===== src/rtl/core/afspf_pkg.sv =====
// Shared types, constants and helpers of the frequency scan peak finder.
`timescale 1ns / 1ps
`default_nettype none

package afspf_pkg;

   // Field widths
   localparam int FREQ_W     = 25;
   localparam int STEP_W     = 20;
   localparam int LEVEL_W    = 5;
   localparam int INDEX_W    = 8;
   localparam int CSR_ADDR_W = 2;

   // Default peak table size
   localparam int MAX_PEAKS_DEF = 256;

   // Stream payload layout
   localparam int REQ_TDATA_W   = 16;
   localparam int RSP_FIELDS_W  = 3 * FREQ_W + 3 * LEVEL_W + INDEX_W + 1;
   localparam int RSP_TDATA_W   = ((RSP_FIELDS_W + 7) / 8) * 8;
   localparam int RSP_ERROR_BIT = RSP_FIELDS_W - 1;

   typedef logic [FREQ_W-1:0]  freq_type;
   typedef logic [LEVEL_W-1:0] level_type;

   localparam freq_type FREQ_MAX       = '1;
   localparam freq_type FIRST_FREQ_RST = 25'd100;
   localparam freq_type LAST_FREQ_RST  = 25'd0;
   localparam logic [STEP_W-1:0] BIG_STEP_RST   = 20'd300;
   localparam logic [STEP_W-1:0] SMALL_STEP_RST = 20'd150;

   // Reply characters: silent marker and first level letter
   localparam logic [7:0] CHAR_SILENT     = 8'h25;
   localparam logic [7:0] CHAR_LEVEL_BASE = 8'h41;
   localparam logic [7:0] LEVEL_TOP_OFS   = 8'd15;

   typedef enum logic [CSR_ADDR_W-1:0] {
      CSR_FIRST_FREQ = 2'd0,
      CSR_LAST_FREQ  = 2'd1,
      CSR_BIG_STEP   = 2'd2,
      CSR_SMALL_STEP = 2'd3
   } csr_index_type;

   typedef enum logic [2:0] {
      KIND_SET_FREQ  = 3'd0,
      KIND_GET_LEVEL = 3'd1,
      KIND_PEAK      = 3'd2,
      KIND_DONE      = 3'd3,
      KIND_NONE      = 3'd4
   } kind_type;

   typedef enum logic {
      PH_FALLING = 1'b0,
      PH_RISING  = 1'b1
   } phase_type;

   // Peak detector state
   typedef struct packed {
      logic      first_pending;
      phase_type phase;
      freq_type  prev_freq;
      level_type prev_level;
      freq_type  rise_freq;
      level_type rise_level;
      freq_type  top_freq;
      level_type top_level;
   } det_type;

   // One detected peak
   typedef struct packed {
      freq_type               end_freq;
      freq_type               start_freq;
      level_type              start_level;
      freq_type               top_freq;
      level_type              power;
      level_type              end_level;
      logic [INDEX_W-1:0]     index;
   } peak_type;

   // One result transaction
   typedef struct packed {
      kind_type           kind;
      logic               last;
      logic               error;
      logic [INDEX_W-1:0] index;
      level_type          end_level;
      level_type          power;
      freq_type           top_freq;
      level_type          start_level;
      freq_type           start_freq;
      freq_type           freq;
   } res_type;

   // Frequency add that clips at the top code
   function automatic freq_type sat_add(freq_type a, freq_type b);
      logic [FREQ_W:0] sum;
      sum = {1'b0, a} + {1'b0, b};
      return sum[FREQ_W] ? FREQ_MAX : sum[FREQ_W-1:0];
   endfunction

   // Peak record as a result transaction
   function automatic res_type peak_res(peak_type p, logic err);
      res_type r;
      r.kind        = KIND_PEAK;
      r.last        = 1'b0;
      r.error       = err;
      r.index       = p.index;
      r.end_level   = p.end_level;
      r.power       = p.power;
      r.top_freq    = p.top_freq;
      r.start_level = p.start_level;
      r.start_freq  = p.start_freq;
      r.freq        = p.end_freq;
      return r;
   endfunction

endpackage

`default_nettype wire


===== src/rtl/core/afspf_detect.sv =====
// Rise-fall-rise peak detector for one level sample.
`timescale 1ns / 1ps
`default_nettype none

module afspf_detect
   import afspf_pkg::*;
#(
   parameter int  MAX_PEAKS = MAX_PEAKS_DEF,
   localparam int PCW       = $clog2(MAX_PEAKS + 1)
) (
   input  wire logic           en,
   input  wire freq_type       s_freq,
   input  wire level_type      s_level,
   input  wire det_type        det_cur,
   input  wire logic [PCW-1:0] count_cur,
   output det_type             det_nxt,
   output logic [PCW-1:0]      count_nxt,
   output logic                peak_valid,
   output peak_type            peak
);

   // Record of the peak closed by this sample
   always_comb begin
      peak.end_freq    = det_cur.prev_freq;
      peak.start_freq  = det_cur.rise_freq;
      peak.start_level = det_cur.rise_level;
      peak.top_freq    = det_cur.top_freq;
      peak.power       = det_cur.top_level;
      peak.end_level   = det_cur.prev_level;
      peak.index       = INDEX_W'(count_cur);
   end

   // Phase update; the very first sample only primes the history
   always_comb begin
      det_nxt    = det_cur;
      count_nxt  = count_cur;
      peak_valid = 1'b0;
      if (en) begin
         if (det_cur.first_pending) begin
            det_nxt.first_pending = 1'b0;
         end else if (det_cur.phase == PH_FALLING &&
                      (s_level > det_cur.prev_level || s_level == '0)) begin
            if (det_cur.top_level != '0 && count_cur < PCW'(MAX_PEAKS)) begin
               peak_valid = 1'b1;
               count_nxt  = count_cur + PCW'(1);
            end
            det_nxt.phase      = PH_RISING;
            det_nxt.rise_freq  = s_freq;
            det_nxt.rise_level = s_level;
         end else if (det_cur.phase == PH_RISING && s_level == '0) begin
            det_nxt.rise_freq  = s_freq;
            det_nxt.rise_level = s_level;
         end else if (det_cur.phase == PH_RISING && s_level < det_cur.prev_level) begin
            det_nxt.phase     = PH_FALLING;
            det_nxt.top_freq  = det_cur.prev_freq;
            det_nxt.top_level = det_cur.prev_level;
         end
         det_nxt.prev_freq  = s_freq;
         det_nxt.prev_level = s_level;
      end
   end

endmodule

`default_nettype wire


===== src/rtl/core/afspf_core.sv =====
// Sweep control: registers, reply decode, frequency stepping and result list.
`timescale 1ns / 1ps
`default_nettype none

module afspf_core
   import afspf_pkg::*;
#(
   parameter int MAX_PEAKS = MAX_PEAKS_DEF
) (
   input  wire logic                  clock,
   input  wire logic                  reset,
   input  wire logic                  csr_wen,
   input  wire logic [CSR_ADDR_W-1:0] csr_addr,
   input  wire logic [FREQ_W-1:0]     csr_wdata,
   input  wire logic                  item_valid,
   input  wire logic                  item_op,
   input  wire logic [7:0]            item_len,
   input  wire logic [7:0]            item_char,
   output res_type [2:0]              res_list,
   output logic [1:0]                 res_count
);

   localparam int PCW = $clog2(MAX_PEAKS + 1);

   typedef enum logic [1:0] {
      MODE_SET  = 2'd0,
      MODE_GET  = 2'd1,
      MODE_END  = 2'd2,
      MODE_INIT = 2'd3
   } mode_type;

   // Configuration registers
   freq_type            first_freq_ff, last_freq_ff;
   logic [STEP_W-1:0]   big_step_ff, small_step_ff;

   // Scan state
   mode_type            mode_ff, mode_in;
   det_type             det_ff, det_in;
   logic [PCW-1:0]      count_ff, count_in;
   freq_type            cur_freq_ff, cur_freq_in;
   level_type           cur_level_ff, cur_level_in;
   freq_type            saved_freq_ff, saved_freq_in;
   level_type           saved_level_ff, saved_level_in;
   freq_type            fine_freq_ff, fine_freq_in;
   logic                error_ff, error_in;

   // State after the start/reply has been applied
   mode_type            w_mode;
   det_type             w_det;
   logic [PCW-1:0]      w_count;
   freq_type            w_freq, w_saved_freq, w_fine;
   level_type           w_level, w_saved_level;

   logic                level_ok, rep_err, step_ok, beyond, in_get;
   level_type           reply_level;
   logic                quiet, back_up, done, hit;
   freq_type            base, step_one, step_two, nxt_freq, clamp_freq, end_freq;
   freq_type            saved_freq_eff;
   level_type           saved_level_eff, level_nxt;
   kind_type            cmd_kind;
   freq_type            cmd_freq;
   res_type             res_cmd;

   // Detector chain: up to two samples per transaction
   logic                s1_en, s2_en;
   det_type             det_a_nxt, det_b_nxt;
   logic [PCW-1:0]      count_a_nxt, count_b_nxt;
   logic                peak_a_v, peak_b_v;
   peak_type            peak_a, peak_b;

   afspf_detect #(.MAX_PEAKS(MAX_PEAKS)) u_det_a (
      .en         (s1_en),
      .s_freq     (w_freq),
      .s_level    (w_level),
      .det_cur    (w_det),
      .count_cur  (w_count),
      .det_nxt    (det_a_nxt),
      .count_nxt  (count_a_nxt),
      .peak_valid (peak_a_v),
      .peak       (peak_a)
   );

   afspf_detect #(.MAX_PEAKS(MAX_PEAKS)) u_det_b (
      .en         (s2_en),
      .s_freq     (step_one),
      .s_level    (saved_level_eff),
      .det_cur    (det_a_nxt),
      .count_cur  (count_a_nxt),
      .det_nxt    (det_b_nxt),
      .count_nxt  (count_b_nxt),
      .peak_valid (peak_b_v),
      .peak       (peak_b)
   );

   // Reply decode and start handling
   always_comb begin
      level_ok    = (item_char >= CHAR_LEVEL_BASE) &&
                    (item_char <= CHAR_LEVEL_BASE + LEVEL_TOP_OFS);
      reply_level = 5'(item_char - CHAR_LEVEL_BASE) + 5'd1;

      rep_err = 1'b0;
      if (item_op) begin
         if (mode_ff == MODE_SET) begin
            rep_err = (item_len != 8'd0);
         end else if (mode_ff == MODE_GET) begin
            rep_err = (item_len != 8'd1) || (item_char != CHAR_SILENT && !level_ok);
         end
      end
      step_ok = !error_ff && !rep_err;

      w_mode        = mode_ff;
      w_det         = det_ff;
      w_count       = count_ff;
      w_freq        = cur_freq_ff;
      w_level       = cur_level_ff;
      w_saved_freq  = saved_freq_ff;
      w_saved_level = saved_level_ff;
      w_fine        = fine_freq_ff;
      if (!item_op) begin
         w_mode                 = MODE_INIT;
         w_det.first_pending    = 1'b1;
         w_det.phase            = PH_FALLING;
         w_det.prev_freq        = first_freq_ff;
         w_det.prev_level       = '0;
         w_det.top_level        = '0;
         w_count                = '0;
         w_freq                 = first_freq_ff;
         w_level                = '0;
         w_saved_freq           = '0;
         w_saved_level          = '0;
         w_fine                 = first_freq_ff;
      end else if (mode_ff == MODE_GET) begin
         w_level = (item_char == CHAR_SILENT) ? '0 : reply_level;
      end
   end

   // Frequency stepping for a level reply
   always_comb begin
      beyond          = w_freq > last_freq_ff;
      in_get          = step_ok && !beyond && (w_mode == MODE_GET);
      quiet           = (w_level == '0);
      back_up         = !quiet && (w_freq > w_fine);
      base            = back_up ? w_fine : w_freq;
      done            = base >= last_freq_ff;
      step_one        = sat_add(base, quiet ? FREQ_W'(big_step_ff) : FREQ_W'(small_step_ff));
      // two small steps in one add; clipping is monotonic so this matches two clipped adds
      step_two        = sat_add(base, FREQ_W'({small_step_ff, 1'b0}));
      saved_freq_eff  = back_up ? w_freq : w_saved_freq;
      saved_level_eff = back_up ? w_level : w_saved_level;
      hit             = !quiet && !done && (step_one == saved_freq_eff);
      level_nxt       = hit ? saved_level_eff : w_level;
      nxt_freq        = hit ? step_two : step_one;
      clamp_freq      = (nxt_freq > last_freq_ff) ? last_freq_ff : nxt_freq;
      end_freq        = sat_add(last_freq_ff, FREQ_W'(1));
      s1_en           = in_get && (quiet || !back_up);
      s2_en           = in_get && hit;
   end

   // Next state and command
   always_comb begin
      mode_in        = w_mode;
      det_in         = w_det;
      count_in       = w_count;
      cur_freq_in    = w_freq;
      cur_level_in   = w_level;
      saved_freq_in  = w_saved_freq;
      saved_level_in = w_saved_level;
      fine_freq_in   = w_fine;
      error_in       = error_ff | rep_err;
      cmd_kind       = KIND_NONE;
      cmd_freq       = error_ff ? cur_freq_ff : w_freq;

      if (step_ok && !beyond) begin
         unique case (w_mode)
            MODE_INIT: begin
               mode_in     = MODE_SET;
               cur_freq_in = first_freq_ff;
               cmd_kind    = KIND_SET_FREQ;
               cmd_freq    = first_freq_ff;
            end
            MODE_SET: begin
               mode_in  = MODE_GET;
               cmd_kind = KIND_GET_LEVEL;
               cmd_freq = '0;
            end
            MODE_END: begin
               // sweep over: nothing to send
            end
            MODE_GET: begin
               det_in         = det_b_nxt;
               count_in       = count_b_nxt;
               cur_level_in   = level_nxt;
               saved_freq_in  = saved_freq_eff;
               saved_level_in = saved_level_eff;
               if (done) begin
                  mode_in      = MODE_END;
                  cur_freq_in  = end_freq;
                  fine_freq_in = quiet ? w_freq : w_fine;
                  cmd_kind     = KIND_DONE;
                  cmd_freq     = end_freq;
               end else begin
                  mode_in      = MODE_SET;
                  cur_freq_in  = clamp_freq;
                  fine_freq_in = (level_nxt != '0) ? clamp_freq : (quiet ? w_freq : w_fine);
                  cmd_kind     = KIND_SET_FREQ;
                  cmd_freq     = clamp_freq;
               end
            end
            default: begin
               mode_in = w_mode;
            end
         endcase
      end
   end

   // Result list: peak records first, command last
   always_comb begin
      res_cmd       = '0;
      res_cmd.kind  = cmd_kind;
      res_cmd.last  = 1'b1;
      res_cmd.error = error_in;
      res_cmd.freq  = cmd_freq;

      res_list = {res_cmd, res_cmd, res_cmd};
      if (peak_a_v && peak_b_v) begin
         res_list[0] = peak_res(peak_a, error_in);
         res_list[1] = peak_res(peak_b, error_in);
         res_count   = 2'd3;
      end else if (peak_a_v) begin
         res_list[0] = peak_res(peak_a, error_in);
         res_count   = 2'd2;
      end else if (peak_b_v) begin
         res_list[0] = peak_res(peak_b, error_in);
         res_count   = 2'd2;
      end else begin
         res_count   = 2'd1;
      end
   end

   // Configuration registers
   always_ff @(posedge clock) begin
      if (reset) begin
         first_freq_ff <= FIRST_FREQ_RST;
         last_freq_ff  <= LAST_FREQ_RST;
         big_step_ff   <= BIG_STEP_RST;
         small_step_ff <= SMALL_STEP_RST;
      end else if (csr_wen) begin
         unique case (csr_addr)
            CSR_FIRST_FREQ: first_freq_ff <= csr_wdata;
            CSR_LAST_FREQ:  last_freq_ff  <= csr_wdata;
            CSR_BIG_STEP:   big_step_ff   <= csr_wdata[STEP_W-1:0];
            CSR_SMALL_STEP: small_step_ff <= csr_wdata[STEP_W-1:0];
            default:        first_freq_ff <= first_freq_ff;
         endcase
      end
   end

   // Scan state; a reply error only raises the sticky flag
   always_ff @(posedge clock) begin
      if (reset) begin
         mode_ff              <= MODE_INIT;
         det_ff.first_pending <= 1'b1;
         det_ff.phase         <= PH_FALLING;
         det_ff.prev_freq     <= FIRST_FREQ_RST;
         det_ff.prev_level    <= '0;
         det_ff.rise_freq     <= '0;
         det_ff.rise_level    <= '0;
         det_ff.top_freq      <= '0;
         det_ff.top_level     <= '0;
         count_ff             <= '0;
         cur_freq_ff          <= FIRST_FREQ_RST;
         cur_level_ff         <= '0;
         saved_freq_ff        <= '0;
         saved_level_ff       <= '0;
         fine_freq_ff         <= FIRST_FREQ_RST;
         error_ff             <= 1'b0;
      end else if (item_valid) begin
         error_ff <= error_in;
         if (step_ok) begin
            mode_ff        <= mode_in;
            det_ff         <= det_in;
            count_ff       <= count_in;
            cur_freq_ff    <= cur_freq_in;
            cur_level_ff   <= cur_level_in;
            saved_freq_ff  <= saved_freq_in;
            saved_level_ff <= saved_level_in;
            fine_freq_ff   <= fine_freq_in;
         end
      end
   end

endmodule

`default_nettype wire


===== src/rtl/core/afspf_rbuf.sv =====
// Three-entry result buffer that drains one result transaction per cycle while out_ready is high.
`timescale 1ns / 1ps
`default_nettype none

module afspf_rbuf
   import afspf_pkg::*;
(
   input  wire logic          clock,
   input  wire logic          reset,
   input  wire logic          load,
   input  wire logic [1:0]    load_count,
   input  wire res_type [2:0] load_list,
   input  wire logic          out_ready,
   output logic               out_valid,
   output res_type            out_head,
   output logic               free
);

   logic [1:0]    count_ff, count_in;
   res_type [2:0] slot_ff, slot_in;
   logic          pop;

   assign out_valid = (count_ff != 2'd0);
   assign out_head  = slot_ff[0];
   assign pop       = out_valid && out_ready;
   // room for a new list when empty or when the last entry leaves now
   assign free      = (count_ff == 2'd0) || (count_ff == 2'd1 && out_ready);

   // Load a whole list, or shift toward the head on each pop
   always_comb begin
      count_in = count_ff;
      slot_in  = slot_ff;
      if (load) begin
         count_in = load_count;
         slot_in  = load_list;
      end else if (pop) begin
         count_in   = count_ff - 2'd1;
         slot_in[0] = slot_ff[1];
         slot_in[1] = slot_ff[2];
      end
   end

   always_ff @(posedge clock) begin
      if (reset) begin
         count_ff <= 2'd0;
      end else begin
         count_ff <= count_in;
      end
      slot_ff <= slot_in;
   end

endmodule

`default_nettype wire


===== src/rtl/core/adaptive_frequency_scan_peak_finder.sv =====
// Path: a request is registered in the input register at accept; when the result buffer is free,
// its results load the buffer, and the first result is then presented from the buffer register.
// Throughput: an item's results (1 to 3) hold the three-entry buffer until all are taken;
// with single-result items and rsp_tready high, one request is taken every cycle.
// Reset: synchronous, active high; registers return to their defaults, the scan to its start
// state and the sticky error flag clears. No clearing pass.
`timescale 1ns / 1ps
`default_nettype none

module adaptive_frequency_scan_peak_finder
   import afspf_pkg::*;
#(
   parameter int MAX_PEAKS = MAX_PEAKS_DEF
) (
   input  wire logic                   clock,
   input  wire logic                   reset,
   // request stream
   input  wire logic                   req_tvalid,
   output logic                        req_tready,
   input  wire logic [REQ_TDATA_W-1:0] req_tdata,   // reply_len[7:0], reply_char[15:8]
   input  wire logic                   req_tuser,   // op
   // result stream
   output logic                        rsp_tvalid,
   input  wire logic                   rsp_tready,
   output logic [RSP_TDATA_W-1:0]      rsp_tdata,   // freq, peak_start_freq, peak_start_level,
                                                    // peak_top_freq, peak_power, peak_end_level,
                                                    // peak_index, error, zero pad
   output logic [2:0]                  rsp_tuser,   // kind
   output logic                        rsp_tlast,   // last
   // register writes
   input  wire logic                   csr_wen,
   input  wire logic [CSR_ADDR_W-1:0]  csr_addr,
   input  wire logic [FREQ_W-1:0]      csr_wdata
);

   logic          in_valid_ff;
   logic          in_op_ff;
   logic [7:0]    in_len_ff, in_char_ff;
   logic          take, buf_free;
   res_type [2:0] res_list;
   logic [1:0]    res_count;
   res_type       head;

   assign take       = in_valid_ff && buf_free;
   assign req_tready = !in_valid_ff || take;

   // Input register
   always_ff @(posedge clock) begin
      if (reset) begin
         in_valid_ff <= 1'b0;
      end else if (req_tvalid && req_tready) begin
         in_valid_ff <= 1'b1;
      end else if (take) begin
         in_valid_ff <= 1'b0;
      end
      if (req_tvalid && req_tready) begin
         in_op_ff   <= req_tuser;
         in_len_ff  <= req_tdata[7:0];
         in_char_ff <= req_tdata[15:8];
      end
   end

   afspf_core #(.MAX_PEAKS(MAX_PEAKS)) u_core (
      .clock      (clock),
      .reset      (reset),
      .csr_wen    (csr_wen),
      .csr_addr   (csr_addr),
      .csr_wdata  (csr_wdata),
      .item_valid (take),
      .item_op    (in_op_ff),
      .item_len   (in_len_ff),
      .item_char  (in_char_ff),
      .res_list   (res_list),
      .res_count  (res_count)
   );

   afspf_rbuf u_rbuf (
      .clock      (clock),
      .reset      (reset),
      .load       (take),
      .load_count (res_count),
      .load_list  (res_list),
      .out_ready  (rsp_tready),
      .out_valid  (rsp_tvalid),
      .out_head   (head),
      .free       (buf_free)
   );

   // Result packing
   assign rsp_tdata = {{(RSP_TDATA_W - RSP_FIELDS_W){1'b0}},
                       head.error, head.index, head.end_level, head.power,
                       head.top_freq, head.start_level, head.start_freq, head.freq};
   assign rsp_tuser = head.kind;
   assign rsp_tlast = head.last;

endmodule

`default_nettype wire


===== config.mk =====
export PLATFORM = sky130hd
export DESIGN_NAME = adaptive_frequency_scan_peak_finder
export DESIGN_NICKNAME = d
export VERILOG_FILES = /design/src/rtl/core/afspf_pkg.sv /design/src/rtl/core/afspf_detect.sv /design/src/rtl/core/afspf_core.sv /design/src/rtl/core/afspf_rbuf.sv /design/src/rtl/core/adaptive_frequency_scan_peak_finder.sv
export SDC_FILE = /design/constraint.sdc
export NUM_CORES = 2
export LEC_CHECK = 0
export BUFFER_PORTS_ARGS = -buffer_cell sky130_fd_sc_hd__buf_2
export CORE_UTILIZATION = 52
export DETAILED_ROUTE_END_ITERATION = 8
export HOLD_SLACK_MARGIN = 0.02
export PLACE_DENSITY = 0.76
export SYNTH_ARGS = -nofsm -noshare
export SYNTH_HDL_FRONTEND = slang
export SYNTH_SLANG_ARGS = --single-unit
export TNS_END_PERCENT = 50

===== constraint.sdc =====
create_clock -name clock -period 11.7 [get_ports clock]
set_input_delay 1.755 -clock clock [delete_from_list [all_inputs] [get_ports clock]]
set_output_delay 1.755 -clock clock [all_outputs]
set_load 0.005 [all_outputs]

======== After elaboration in Yosys (flattened, before gate mapping) ========
Index checks and enable logic that the tools add are counted.
storage, ports and cells
  bits of input ports ..................... 49
  word-level logic and storage cells ...... 240
  output and inout bits ................... 110
  bits in registers ....................... 534
cells by class
  add/subtract/negate cells ............... 8
  bitwise logic cells ..................... 3
  eq/ne operators ......................... 11
  order comparisons ....................... 12
  reductions and logical operators ........ 56
  muxes and demuxes ....................... 102
operators by type and width
  operator                                            number
  2-to-1 mux 25 bit                                   21
  2-to-1 mux 103 bit                                  4
  2-to-1 mux 206 bit                                  2
  2-to-1 mux 92 bit                                   4
  2-to-1 mux 30 bit                                   10
  2-to-1 mux 60 bit                                   2
  2-to-1 mux 9 bit                                    11
  greater-than comparator 25 bit                      3
  case mux 25 bit (3 select lines)                    1
  2-to-1 mux 5 bit                                    11
  case mux 25 bit (2 select lines)                    1
  2-to-1 mux 32 bit                                   1
  adder 25 x 1 -> 26 bit (second input constant)      1
  adder 25 x 21 -> 26 bit                             1
  adder 25 x 25 -> 26 bit                             1
  == test 25 bit                                      1
  >= comparator 25 bit                                1
  logical AND 1 bit                                   23
  2-to-1 mux 1 bit                                    21
  2-to-1 mux 20 bit                                   1
  adder 9 x 1 -> 9 bit (second input constant)        2
  less-than comparator 9 bit (second input constant)  2
  2-to-1 mux 2 bit                                    9
  nonzero test 5 bit                                  3
  25 further kinds                                    55

======== Longest topological paths before layout ========
  depth in word-level cells ............... 24
  mapped depth ............................ 60
  depth with buffers taken out ............ 40

======== Cells and area by module ========
Synthesis repeated with hierarchy kept, for this count alone.
unflattened totals
  cells, all modules ...................... 4557
  area, all modules ....................... 41841.4 um^2
by module, submodules not included
  module                               times used  cells an instance  seq. area each (um^2)  area an instance (um^2)
  afspf_core                           1           3350               5585.4                 23580.1
  afspf_rbuf                           1           660                9318.9                 13122.6
  afspf_detect at u_core.u_det_b       1           260                0.0                    2307.2
  afspf_detect at u_core.u_det_a       1           258                0.0                    2217.1
  adaptive_frequency_scan_peak_finder  1           29                 530.5                  614.3

======== Worst setup path before layout ========
Ideal clock, no wire load.
  path type ............................... register to register
  start point ............................. reg in_op_ff
  end point ............................... reg u_rbuf.slot_ff[118] (netlist bit) (data pin)
  stages on the path, launching flop included .. 56
  path buffers ............................ 22
  library setup time ...................... 267 ps
  setup slack ............................. -861 ps
  required time ........................... 11433 ps
  period minus slack after synthesis ...... 12561 ps
  data arrival time ....................... 12294 ps
  cell sequence ........................... edfxtp_1 > buf_2 > buf_2 > buf_2 > buf_2 > buf_2 > buf_2 > buf_1 > buf_1 > clkbuf_1 > buf_1 > buf_1 > a21oi_1 > ha_1 > nand4_1 > or4_4 > o21bai_1 > o211a_1 > (+20 left out) > and3_1 > buf_4 > buf_8 > mux2_2 > ha_1 > nor2b_1 > o21a_1 > o21a_1 > o21ai_0 > a21oi_1 > o21ai_0 > a31oi_1 > o21ai_0 > clkbuf_1 > clkbuf_1 > mux2_2 > a21oi_1 > o21ai_0
RTL lines
  what                      RTL line                                   source
  start: declaration        adaptive_frequency_scan_peak_finder.sv:37  logic in_op_ff;
  start signal: assignment  adaptive_frequency_scan_peak_finder.sv:57  in_op_ff <= req_tuser;
  end signal: assignment    afspf_rbuf.sv:49                           slot_ff <= slot_in;
  end: declaration          afspf_rbuf.sv:20                           res_type [2:0] slot_ff, slot_in;

==> results.py <==
metrics = {
    "final_layout": {
        "fill_cells": 6196,
        "fin_cells": 5457,
        "drive_above_1_share_pct": 12.5,
        "fin_nets": 4724,
        "multi_input_area_um2": 20300,
        "regArea_um2": 13200,
        "area_delta_synth_final_pct": 10.5,
    },
    "yosys": {
        "async_flop_share_pct": 0,
        "synth_top_family_by_area": "compound AO/OA/AOI/OAI gates",
        "yosysSeqAreaShare_pct": 36.9,
        "synth-simple-area-share_pct": 21.9,
        "synth_cells": 4486,
        "synth_cell_types": 98,
        "yosysMostFrequentCell": "nand2_1",
        "synth_area_leaders": "edfxtp_1 21%, dfxtp_1 16%, nand2_1 7.0%",
        "synth-adder-area-share_pct": 5.63,
        "avgSynthCellArea_um2": 7.99,
        "synth_edf_count": 252,
        "yosys.area.top_type": "edfxtp_1",
        "synth_xor_area_share_pct": 1.37,
        "netlist_area_um2": 35800,
        "ys_warn_count": 0,
        "synth_flop_cell": "dfxtp_1",
        "synth_mux_area_share_pct": 3.66,
        "synth-compound-area-share_pct": 23.6,
        "netlist.area_leader.share_pct": 21.1,
        "synthTopCellsByCount": "671 x nand2_1, 529 x nor2_1, 491 x a21oi_1, 282 x dfxtp_1, 253 x o21ai_0",
        "synth-seq-cells": 534,
    },
    "sta": {
        "post-route-period-util_pct": 96.4,
        "maxSlewHeadroom_pct": 4.78,
        "fmax_mhz": 88.7,
        "finalSetupViolCount": 0,
        "skew_ns": 0.0367,
        "worstMarginPinSlew_ns": 1.42,
        "rsz0062_at_grt": "no",
        "fin_crit_ns": 11.28,
        "slew_violations": 0,
        "finalSetupTns_ns": 0,
        "hold_violations": 0,
    },
    "clock_tree": {
        "cts_buffer_depth": 3,
        "clk_pin_slew_ns": 0.07,
        "cts_tree": "yes",
        "clk_latency_ns": 0.67,
        "cts_buffers": 60,
        "cts-root-buf": "clkbuf_16",
        "clock_sinks": 534,
        "htreeDepth": 2,
    },
    "placed_design": {
        "io_buffers": 153,
        "dpl.hpwl_um": 127000,
        "place_inst": 5323,
        "gp_congestion": 1.08,
    },
    "worst_setup_path": {
        "crit_fanout": 37,
        "cp-end-kind": "register",
        "cp.arrival_ns": 11.70,
        "cp_slowest_stage_delay_ns": 0.58,
        "cp_common_cell": "buf_4",
        "critical_path_class": "reg2reg",
        "slowest_stage": "edfxtp_1",
        "crit_path_start_kind": "register",
        "cp_data_required_time_ns": 12.12,
    },
    "power": {
        "peakVddDrop_v": 0.000143,
        "power_leakage_nw": 15.5,
        "power_density_nw_per_um2": 217,
    },
    "route": {
        "wl_per_cell_um": 31.4,
        "drc": 4,
        "viasPerCell": 6.85,
        "vias": 37400,
        "drtAntennaViolNets": 0,
        "drt-total-wl_um": 172000,
        "first_pass_iters": 9,
        "drt-initial-drc-count": 5978,
    },
    "outcome": {
        "violations": "DRC",
        "status": "finished with violations",
    },
    "global_route": {
        "grt_overflow_total": 0,
        "grt_max_degree": 152,
        "grt_pass1_vias": 33300,
        "track_usage_pct": 47.7,
        "antenna_found_initial": 14,
        "grt_pass1_wl_um": 242000,
    },
    "die": {
        "io_pins": 159,
        "rows": 95,
        "die_w_um": 264,
        "dieArea_um2": 69900,
        "initial_core_util_pct": 53.0,
        "die_h_um": 264,
        "core_area_um2": 67600,
    },
    "worst_hold_path": {
        "hp-class": "reg2reg",
    },
    "flow_run": {
        "cap_violations": 0,
    },
}
worst max-delay path: cells and delay by family (launching register included):
kind | cells | cell delay [ns]
compound gates | 15 | 3.91
simple gates | 14 | 3.33
buf+inv | 6 | 1.54
fa+ha+maj | 3 | 1.09
flops | 1 | 0.58
mux | 1 | 0.52
path summary, 6_finish.rpt:
kind | startpoint | end | slack, ns | depth (start not counted)
setup / recovery | in_op_ff$_DFFE_PP_ | u_rbuf.slot_ff[114]$_DFFE_PP_ | 0.42 | 39
hold / removal | u_core.big_step_ff[17]$_SDFFE_PP0P_ | u_core.big_step_ff[17]$_SDFFE_PP0P_ | 0.45 | 2
setup reg to reg | in_op_ff$_DFFE_PP_ | u_rbuf.slot_ff[114]$_DFFE_PP_ | 0.42 | 39
hold reg to reg | u_core.big_step_ff[17]$_SDFFE_PP0P_ | u_core.big_step_ff[17]$_SDFFE_PP0P_ | 0.45 | 2
area by class of cell:
class / instances / share of cell area [%]
Multi-Input combinational cell: 3432 / 51.3
Sequential cell: 534 / 33.4
Timing Repair Buffer: 367 / 6.15
Clock buffer: 73 / 4.19
Tap cell: 873 / 2.76
Inverter: 120 / 1.16
Clock inverter: 41 / 0.958
Antenna cell: 17 / 0.108
registers in the layout, indices dropped and copies added (netlist names), 20 cells and up:
signal,flops
u_core.last_freq_ff,25
u_rbuf.out_head,103
u_core.cur_freq_ff,25
u_core.first_freq_ff,25
u_core.saved_freq_ff,25
u_core.det_ff,92
u_core.small_step_ff,20
u_core.big_step_ff,20
u_core.fine_freq_ff,25
u_rbuf.slot_ff,132
metrics by stage:
stage | area (um^2) | total power [mW] | hold slack (ns) | setup WS, ns | util, %
2_1_floorplan | 35900 | 4.78 | 0.432 | 0.0886 | -
3_3_place_gp | 37400 | 6.41 | 0.443 | 0.524 | 55.3
3_5_place_dp | 37400 | 6.39 | 0.447 | 0.307 | 55.3
4_1_cts | 39500 | 8.33 | 0.455 | 0.285 | 58.3
5_1_grt | 39500 | 8.82 | 0.474 | 0.00219 | 58.4
6_report | 39600 | 8.60 | 0.455 | 0.423 | 58.5
repair_timing:
item / 4_1_cts / 5_1_grt
setup buffers: 0 / 3
hold buffers: 0 / 0
endpoints found under the setup margin: 0 / 42
resized for setup: 0 / 14
routing by layer:
| layer | global-route usage [%] | up-vias | wire length, um |
|---|---|---|---|
| li1 | - | 16300 | - |
| met1 | 60.5 | 17600 | 63400 |
| met2 | 68.0 | 2836 | 69700 |
| met5 | 0 | - | 46 |
| met3 | 15.2 | 718 | 23400 |
| met4 | 34.5 | 6 | 15000 |
report_power, final:
group | internal [mW] | leakage (nW) | switching (mW)
Combinational | 1.27 | 9.77 | 2.94
Clock | 1.11 | 1.00 | 0.868
Sequential | 2.29 | 4.73 | 0.124
cells by family (layout without fill, tap and decap cells):
kind of cell,count (synthesis),count (layout)
buffers and inverters,524,601
multiplexers,127,127
other,1,22
XOR/XNOR,56,56
AO/OA/AOI/OAI,1336,1336
flip-flops,534,534
AND/OR/NAND/NOR,1748,1748
adder cells (fa/ha/maj),160,160
layout by cell type (no fill, tap or decap), types with 47 or more instances in the layout:
cell type    n
a21oi_1    481
ha_1       158
xnor2_1     47
nand2_1    668
a22oi_1     56
and2_1      73
o21ai_0    251
buf_4      209
nand4_1     48
nor3_1     125
buf_2      152
edfxtp_1   252
nor2_1     522
clkbuf_16   64
a21o_1      47
nand3_1     90
dfxtp_1    281
inv_1      106
a211oi_1    92
o211ai_1    53
a221oi_1    69
mux2i_1     94
(Power assumes the default switching activity.)
